File: src/u8dnc_pkg.sv
// Package: types and constants shared by the UTF-8 display name checker
package u8dnc_pkg;

    // Name length in bytes at which a name is cut off and reported invalid
    localparam int unsigned MAX_NAME_BYTES = 64;
    localparam int unsigned LEN_W          = 7;
    localparam int unsigned CP_W           = 21;

    // Byte classes
    localparam logic [7:0] BYTE_TERM      = 8'h00;
    localparam logic [7:0] BYTE_CTRL_LIM  = 8'h20;
    localparam logic [7:0] BYTE_DEL       = 8'h7F;
    localparam logic [7:0] BYTE_ASCII_LIM = 8'h80;
    localparam logic [7:0] LEAD2_LO       = 8'hC2;
    localparam logic [7:0] LEAD2_HI       = 8'hDF;
    localparam logic [7:0] LEAD3_LO       = 8'hE0;
    localparam logic [7:0] LEAD3_HI       = 8'hEF;
    localparam logic [7:0] LEAD4_LO       = 8'hF0;
    localparam logic [7:0] LEAD4_HI       = 8'hF4;
    localparam logic [1:0] CONT_TAG       = 2'b10;

    // Continuation counts of the multi-byte forms
    localparam logic [1:0] SEQ_NONE  = 2'd0;
    localparam logic [1:0] SEQ_TWO   = 2'd1;
    localparam logic [1:0] SEQ_THREE = 2'd2;
    localparam logic [1:0] SEQ_FOUR  = 2'd3;

    // Code point limits
    localparam logic [CP_W-1:0] CP_MIN3     = 21'h000800;
    localparam logic [CP_W-1:0] CP_MIN4     = 21'h010000;
    localparam logic [CP_W-1:0] CP_SURR_LO  = 21'h00D800;
    localparam logic [CP_W-1:0] CP_SURR_HI  = 21'h00DFFF;
    localparam logic [CP_W-1:0] CP_MAX      = 21'h10FFFF;

    // One verdict word
    typedef struct packed {
        logic             name_valid;
        logic [LEN_W-1:0] name_length;
    } t_result;

endpackage

File: src/u8dnc_core.sv
// Decoder core: per-name state registers and the per-byte UTF-8 checks
module u8dnc_core (
    input  logic                i_clk,
    input  logic                i_rst_n,
    input  logic                i_fire,
    input  logic [7:0]          i_byte,
    output logic                o_res_fire,
    output u8dnc_pkg::t_result  o_res
);

    localparam logic [u8dnc_pkg::LEN_W-1:0] MAX_LEN =
        u8dnc_pkg::LEN_W'(u8dnc_pkg::MAX_NAME_BYTES);

    logic [1:0]                    r_pending, n_pending;
    logic [1:0]                    r_seq_size, n_seq_size;
    logic [u8dnc_pkg::CP_W-1:0]    r_acc, n_acc;
    logic [u8dnc_pkg::LEN_W-1:0]   r_count, n_count;
    logic                          r_failed, n_failed;
    logic                          r_skip, n_skip;

    // Next state and verdict for the byte at hand
    always_comb begin
        logic [u8dnc_pkg::LEN_W-1:0] cnt_inc;
        logic [u8dnc_pkg::CP_W-1:0]  cp;
        n_pending  = r_pending;
        n_seq_size = r_seq_size;
        n_acc      = r_acc;
        n_count    = r_count;
        n_failed   = r_failed;
        n_skip     = r_skip;
        o_res_fire = 1'b0;
        o_res      = '0;
        cnt_inc    = r_count + 1'b1;
        cp         = {r_acc[u8dnc_pkg::CP_W-7:0], i_byte[5:0]};

        if (i_fire) begin
            priority if (r_skip) begin
                // dropping the tail of an overlong name
                if (i_byte == u8dnc_pkg::BYTE_TERM) begin
                    n_skip     = 1'b0;
                    n_pending  = u8dnc_pkg::SEQ_NONE;
                    n_seq_size = u8dnc_pkg::SEQ_NONE;
                    n_acc      = '0;
                    n_count    = '0;
                    n_failed   = 1'b0;
                end
            end else if (i_byte == u8dnc_pkg::BYTE_TERM) begin
                // terminator: give the verdict and start afresh
                o_res_fire        = 1'b1;
                o_res.name_valid  = !r_failed && (r_pending == u8dnc_pkg::SEQ_NONE)
                                    && (r_count != '0);
                o_res.name_length = r_count;
                n_pending  = u8dnc_pkg::SEQ_NONE;
                n_seq_size = u8dnc_pkg::SEQ_NONE;
                n_acc      = '0;
                n_count    = '0;
                n_failed   = 1'b0;
            end else begin
                n_count = cnt_inc;
                // decode only while the name still stands
                if (!r_failed) begin
                    if (r_pending == u8dnc_pkg::SEQ_NONE) begin
                        priority if (i_byte < u8dnc_pkg::BYTE_CTRL_LIM ||
                                     i_byte == u8dnc_pkg::BYTE_DEL) begin
                            n_failed = 1'b1;
                        end else if (i_byte < u8dnc_pkg::BYTE_ASCII_LIM) begin
                            n_failed = r_failed;
                        end else if (i_byte >= u8dnc_pkg::LEAD2_LO &&
                                     i_byte <= u8dnc_pkg::LEAD2_HI) begin
                            n_pending  = u8dnc_pkg::SEQ_TWO;
                            n_seq_size = u8dnc_pkg::SEQ_TWO;
                            n_acc      = {16'd0, i_byte[4:0]};
                        end else if (i_byte >= u8dnc_pkg::LEAD3_LO &&
                                     i_byte <= u8dnc_pkg::LEAD3_HI) begin
                            n_pending  = u8dnc_pkg::SEQ_THREE;
                            n_seq_size = u8dnc_pkg::SEQ_THREE;
                            n_acc      = {17'd0, i_byte[3:0]};
                        end else if (i_byte >= u8dnc_pkg::LEAD4_LO &&
                                     i_byte <= u8dnc_pkg::LEAD4_HI) begin
                            n_pending  = u8dnc_pkg::SEQ_FOUR;
                            n_seq_size = u8dnc_pkg::SEQ_FOUR;
                            n_acc      = {18'd0, i_byte[2:0]};
                        end else begin
                            n_failed = 1'b1;
                        end
                    end else if (i_byte[7:6] != u8dnc_pkg::CONT_TAG) begin
                        n_failed  = 1'b1;
                        n_pending = u8dnc_pkg::SEQ_NONE;
                    end else begin
                        n_acc     = cp;
                        n_pending = r_pending - 1'b1;
                        // last continuation: range checks on the code point
                        if (r_pending == u8dnc_pkg::SEQ_TWO) begin
                            if ((r_seq_size == u8dnc_pkg::SEQ_THREE &&
                                 cp < u8dnc_pkg::CP_MIN3) ||
                                (r_seq_size == u8dnc_pkg::SEQ_FOUR &&
                                 cp < u8dnc_pkg::CP_MIN4) ||
                                (cp >= u8dnc_pkg::CP_SURR_LO &&
                                 cp <= u8dnc_pkg::CP_SURR_HI) ||
                                cp > u8dnc_pkg::CP_MAX) begin
                                n_failed = 1'b1;
                            end
                        end
                    end
                end
                // length limit reached: report and skip to the terminator
                if (cnt_inc >= MAX_LEN) begin
                    o_res_fire        = 1'b1;
                    o_res.name_valid  = 1'b0;
                    o_res.name_length = MAX_LEN;
                    n_pending  = u8dnc_pkg::SEQ_NONE;
                    n_seq_size = u8dnc_pkg::SEQ_NONE;
                    n_acc      = '0;
                    n_count    = '0;
                    n_failed   = 1'b0;
                    n_skip     = 1'b1;
                end
            end
        end
    end

    // State registers
    always_ff @(posedge i_clk) begin
        if (!i_rst_n) begin
            r_pending  <= u8dnc_pkg::SEQ_NONE;
            r_seq_size <= u8dnc_pkg::SEQ_NONE;
            r_acc      <= '0;
            r_count    <= '0;
            r_failed   <= 1'b0;
            r_skip     <= 1'b0;
        end else begin
            r_pending  <= n_pending;
            r_seq_size <= n_seq_size;
            r_acc      <= n_acc;
            r_count    <= n_count;
            r_failed   <= n_failed;
            r_skip     <= n_skip;
        end
    end

endmodule

File: config.mk
export PLATFORM = sky130hd
export DESIGN_NAME = u8dnc_core
export DESIGN_NICKNAME = d
export VERILOG_FILES = /design/src/u8dnc_pkg.sv /design/src/u8dnc_core.sv
export SDC_FILE = /design/constraint.sdc
export NUM_CORES = 1
export LEC_CHECK = 0
export ABC_AREA = 1
export BUFFER_PORTS_ARGS = -buffer_cell sky130_fd_sc_hd__buf_2
export CORE_UTILIZATION = 30
export DETAILED_ROUTE_END_ITERATION = 8
export SYNTH_ARGS = -nofsm -noshare
export SYNTH_HDL_FRONTEND = slang
export SYNTH_SLANG_ARGS = --single-unit
File: constraint.sdc
create_clock -name i_clk -period 3.7 [get_ports i_clk]
set_input_delay 0.37 -clock i_clk [delete_from_list [all_inputs] [get_ports i_clk]]
set_output_delay 0.37 -clock i_clk [all_outputs]
set_load 0.1 [all_outputs]
==> metrics <==
status=complete, no violations; FILL cells=749; crit path launch type=register; final wirelength=4870 µm; row count=29; Die H=85.2 µm; # setup viols final=0; synthesized area=2080 µm²; gp weighted congestion=0.844; first-pass GRT wire length=9050 µm; max-slew violations=0; Worst Path Arrival=2.34 ns; setup slack, reg-to-reg=1.48 ns; FMAX=369 MHz; crit path time final=2.71 ns; Post-synth top flop=dfxtp_1; setup bufs post-CTS=0; WL/cell=11.3 µm; synth warn=0; pwr dens=342 nW/µm²; Crit-path slowest cell=buf_2; HP Start=i_fire; CTS Buf Count=3; internal power=483 µW; worst-path cell chain=ha_1 -> nand3_1 -> o21bai_2 -> nand2_4 -> nand2_1 -> inv_1 -> nor2_1 -> o21a_1 -> buf_2; post-synth top area share=0.270; fin crit share=0.733; I/O pin count=20; share of cells above drive strength 1=0.110; largest net degree at the start of global routing=25; drt first pass iters=4; most common cell in the netlist=nand2_1; max_slew headroom=0.564; Async SR Flop Fraction=0; antenna-violating nets left=0; Logic pwr share=0.329; Max Clock Skew=0.00356 ns; top cells by count, synth=nand2_1 (85), nor2_1 (60), inv_1 (59), nand4_1 (31), dfxtp_1 (28); Register Area=561 µm²; reg2reg end=r_acc[3]; Synth Area per Inst=5.98 µm²; setup ws final=0.989 ns; gate count of the mapped netlist=347; Floorplan Core Area=6530 µm²; total power=761 µW; H-tree depth=1; DRC=0; largest cells by area after synthesis=dfxtp_1 (27%), nand2_1 (15%), nor2_1 (11%), inv_1 (11%), nand4_1 (9.3%); grt ovf=0; vias in the first global route=1967; cell accounting for the most synthesized area=dfxtp_1; hpwl dp=3540 µm; pre-CTS WS=1.10 ns; P_leak=0.00111 µW; switch share=0.365; gr usage total=0.151; Total Neg Setup Slack=0 ns; hold buffer count at CTS=0; Worst Max-Slew Pin Slew=0.654 ns; hold path depth=3; flops & latches, synth=28; diodes inserted=0; Root Buffer=clkbuf_8; Post-synth EDFFs=0; RSZ-0062 raised after global routing=false; final hold slack=0.422 ns; final hold vios=0; Worst VDD drop=0.000159 V; Crit Path Class=reg -> out; CP max FO=19; post_cts resized=0; r2r worst-path depth=10; CTS Buffer Depth=2; routed vias/inst=4.80; Seq/Total Area, Yosys=0.270; Die Width=85.2 µm; CTS tree=done; layout overhead on the synthesized area=7.05%; die footprint=7260 µm²; Mapped Nets=362; Reg power frac=0.451; clk slew on worst S/H paths=0.10 ns; max cap viols=0; count of buffers from port buffering=19; Switch Pwr=277 µW; initial antenna violation count=0; Req. time, crit path=3.33 ns; Initial DRC Count=90; CP max stage delay=0.42 ns; crit end category=output port; worst reg2reg path startpoint=r_count[0]; Worst-Skew Late Latency=0.27 ns; Multi-input gate area=1200 µm²; Clock Power Share=0.221; Net count, final=373; total vias in the final route=2079; TritonCTS Sinks=28; Yosys cell types=27; Worst Hold Endpoint=r_skip; worst min-delay path category=in -> reg; Initial Utilization=0.318
cell families after synthesis:
group | synth area share
AO/OA/AOI/OAI | 0.0500
XOR/XNOR | 0.00844
adder cells (fa/ha/maj) | 0.0241
buffers and inverters | 0.154
flip-flops | 0.270
AND/OR/NAND/NOR | 0.494
layout make-up:
class,count,share of cell area
Timing Repair Buffer,19,0.0428
Inverter,62,0.105
Tap cell,77,0.0434
Clock buffer,3,0.0186
Sequential cell,28,0.252
Multi-Input combinational cell,244,0.538
state kept, by name, indices dropped and copies added, names as in the netlist:
| register | flops |
|---|---|
| r_acc | 15 |
| r_count | 7 |
| r_pending | 2 |
| r_seq_size | 2 |
| r_failed | 1 |
| r_skip | 1 |
worst max path at each step:
stage,startpoint,endpoint,depth (start not counted)
after floorplan,r_count[0],o_res[6],8
after global placement,i_byte[6],o_res[6],10
after detailed placement,i_byte[2],o_res[6],10
after CTS,r_count[1],o_res[6],9
after global routing,r_count[1],o_res[6],9
final,r_count[0],o_res[6],9
cells in the final DEF (no fill, tap or decap):
cell	instances
a21oi_1	11
and3_1	1
buf_2	19
clkbuf_8	3
clkinv_1	1
dfxtp_1	28
ha_1	4
inv_1	59
inv_2	2
nand2_1	85
nand2_2	4
nand2_4	2
nand3_1	19
nand3_2	1
nand3_4	2
nand4_1	31
nand4_2	1
nor2_1	60
nor2_2	2
nor2_4	2
nor3_1	9
o21a_1	1
o21ai_0	5
o21ai_1	1
o21bai_2	1
xor2_1	2
power groups by stage:
stage	sequential, µW	clock [µW]	combinational (µW)
2_1_floorplan	347	0	205
3_3_place_gp	349	0	250
3_5_place_dp	350	0	249
4_1_cts	343	173	251
5_1_grt	347	185	295
6_report	343	168	250
metal layers:
metal,GRT usage,vias up,wire length (µm),part of all wire
met4,0.0385,0,50,0.010
met5,0,-,0,0
li1,-,1117,-,-
met3,0.0165,4,207,0.042
met2,0.248,43,2130,0.44
met1,0.211,915,2480,0.51
metrics by stage:
stage | area [µm²] | utilization | cells
after floorplan | 2080 | - | 347
after global placement | 2180 | 0.334 | 430
after detailed placement | 2180 | 0.334 | 430
after CTS | 2220 | 0.340 | 433
after global routing | 2220 | 0.340 | 433
final | 2220 | 0.340 | 433
worst max-delay path, delay by kind of cell (launching register included):
| kind | cells | cell delay (ns) |
|---|---|---|
| adder cells (fa/ha/maj) | 1 | 0.26 |
| AND/OR/NAND/NOR | 4 | 0.60 |
| AO/OA/AOI/OAI | 2 | 0.33 |
| buffers and inverters | 2 | 0.49 |
| flip-flops | 1 | 0.39 |
Note: power is estimated with default switching activity, not from simulation.
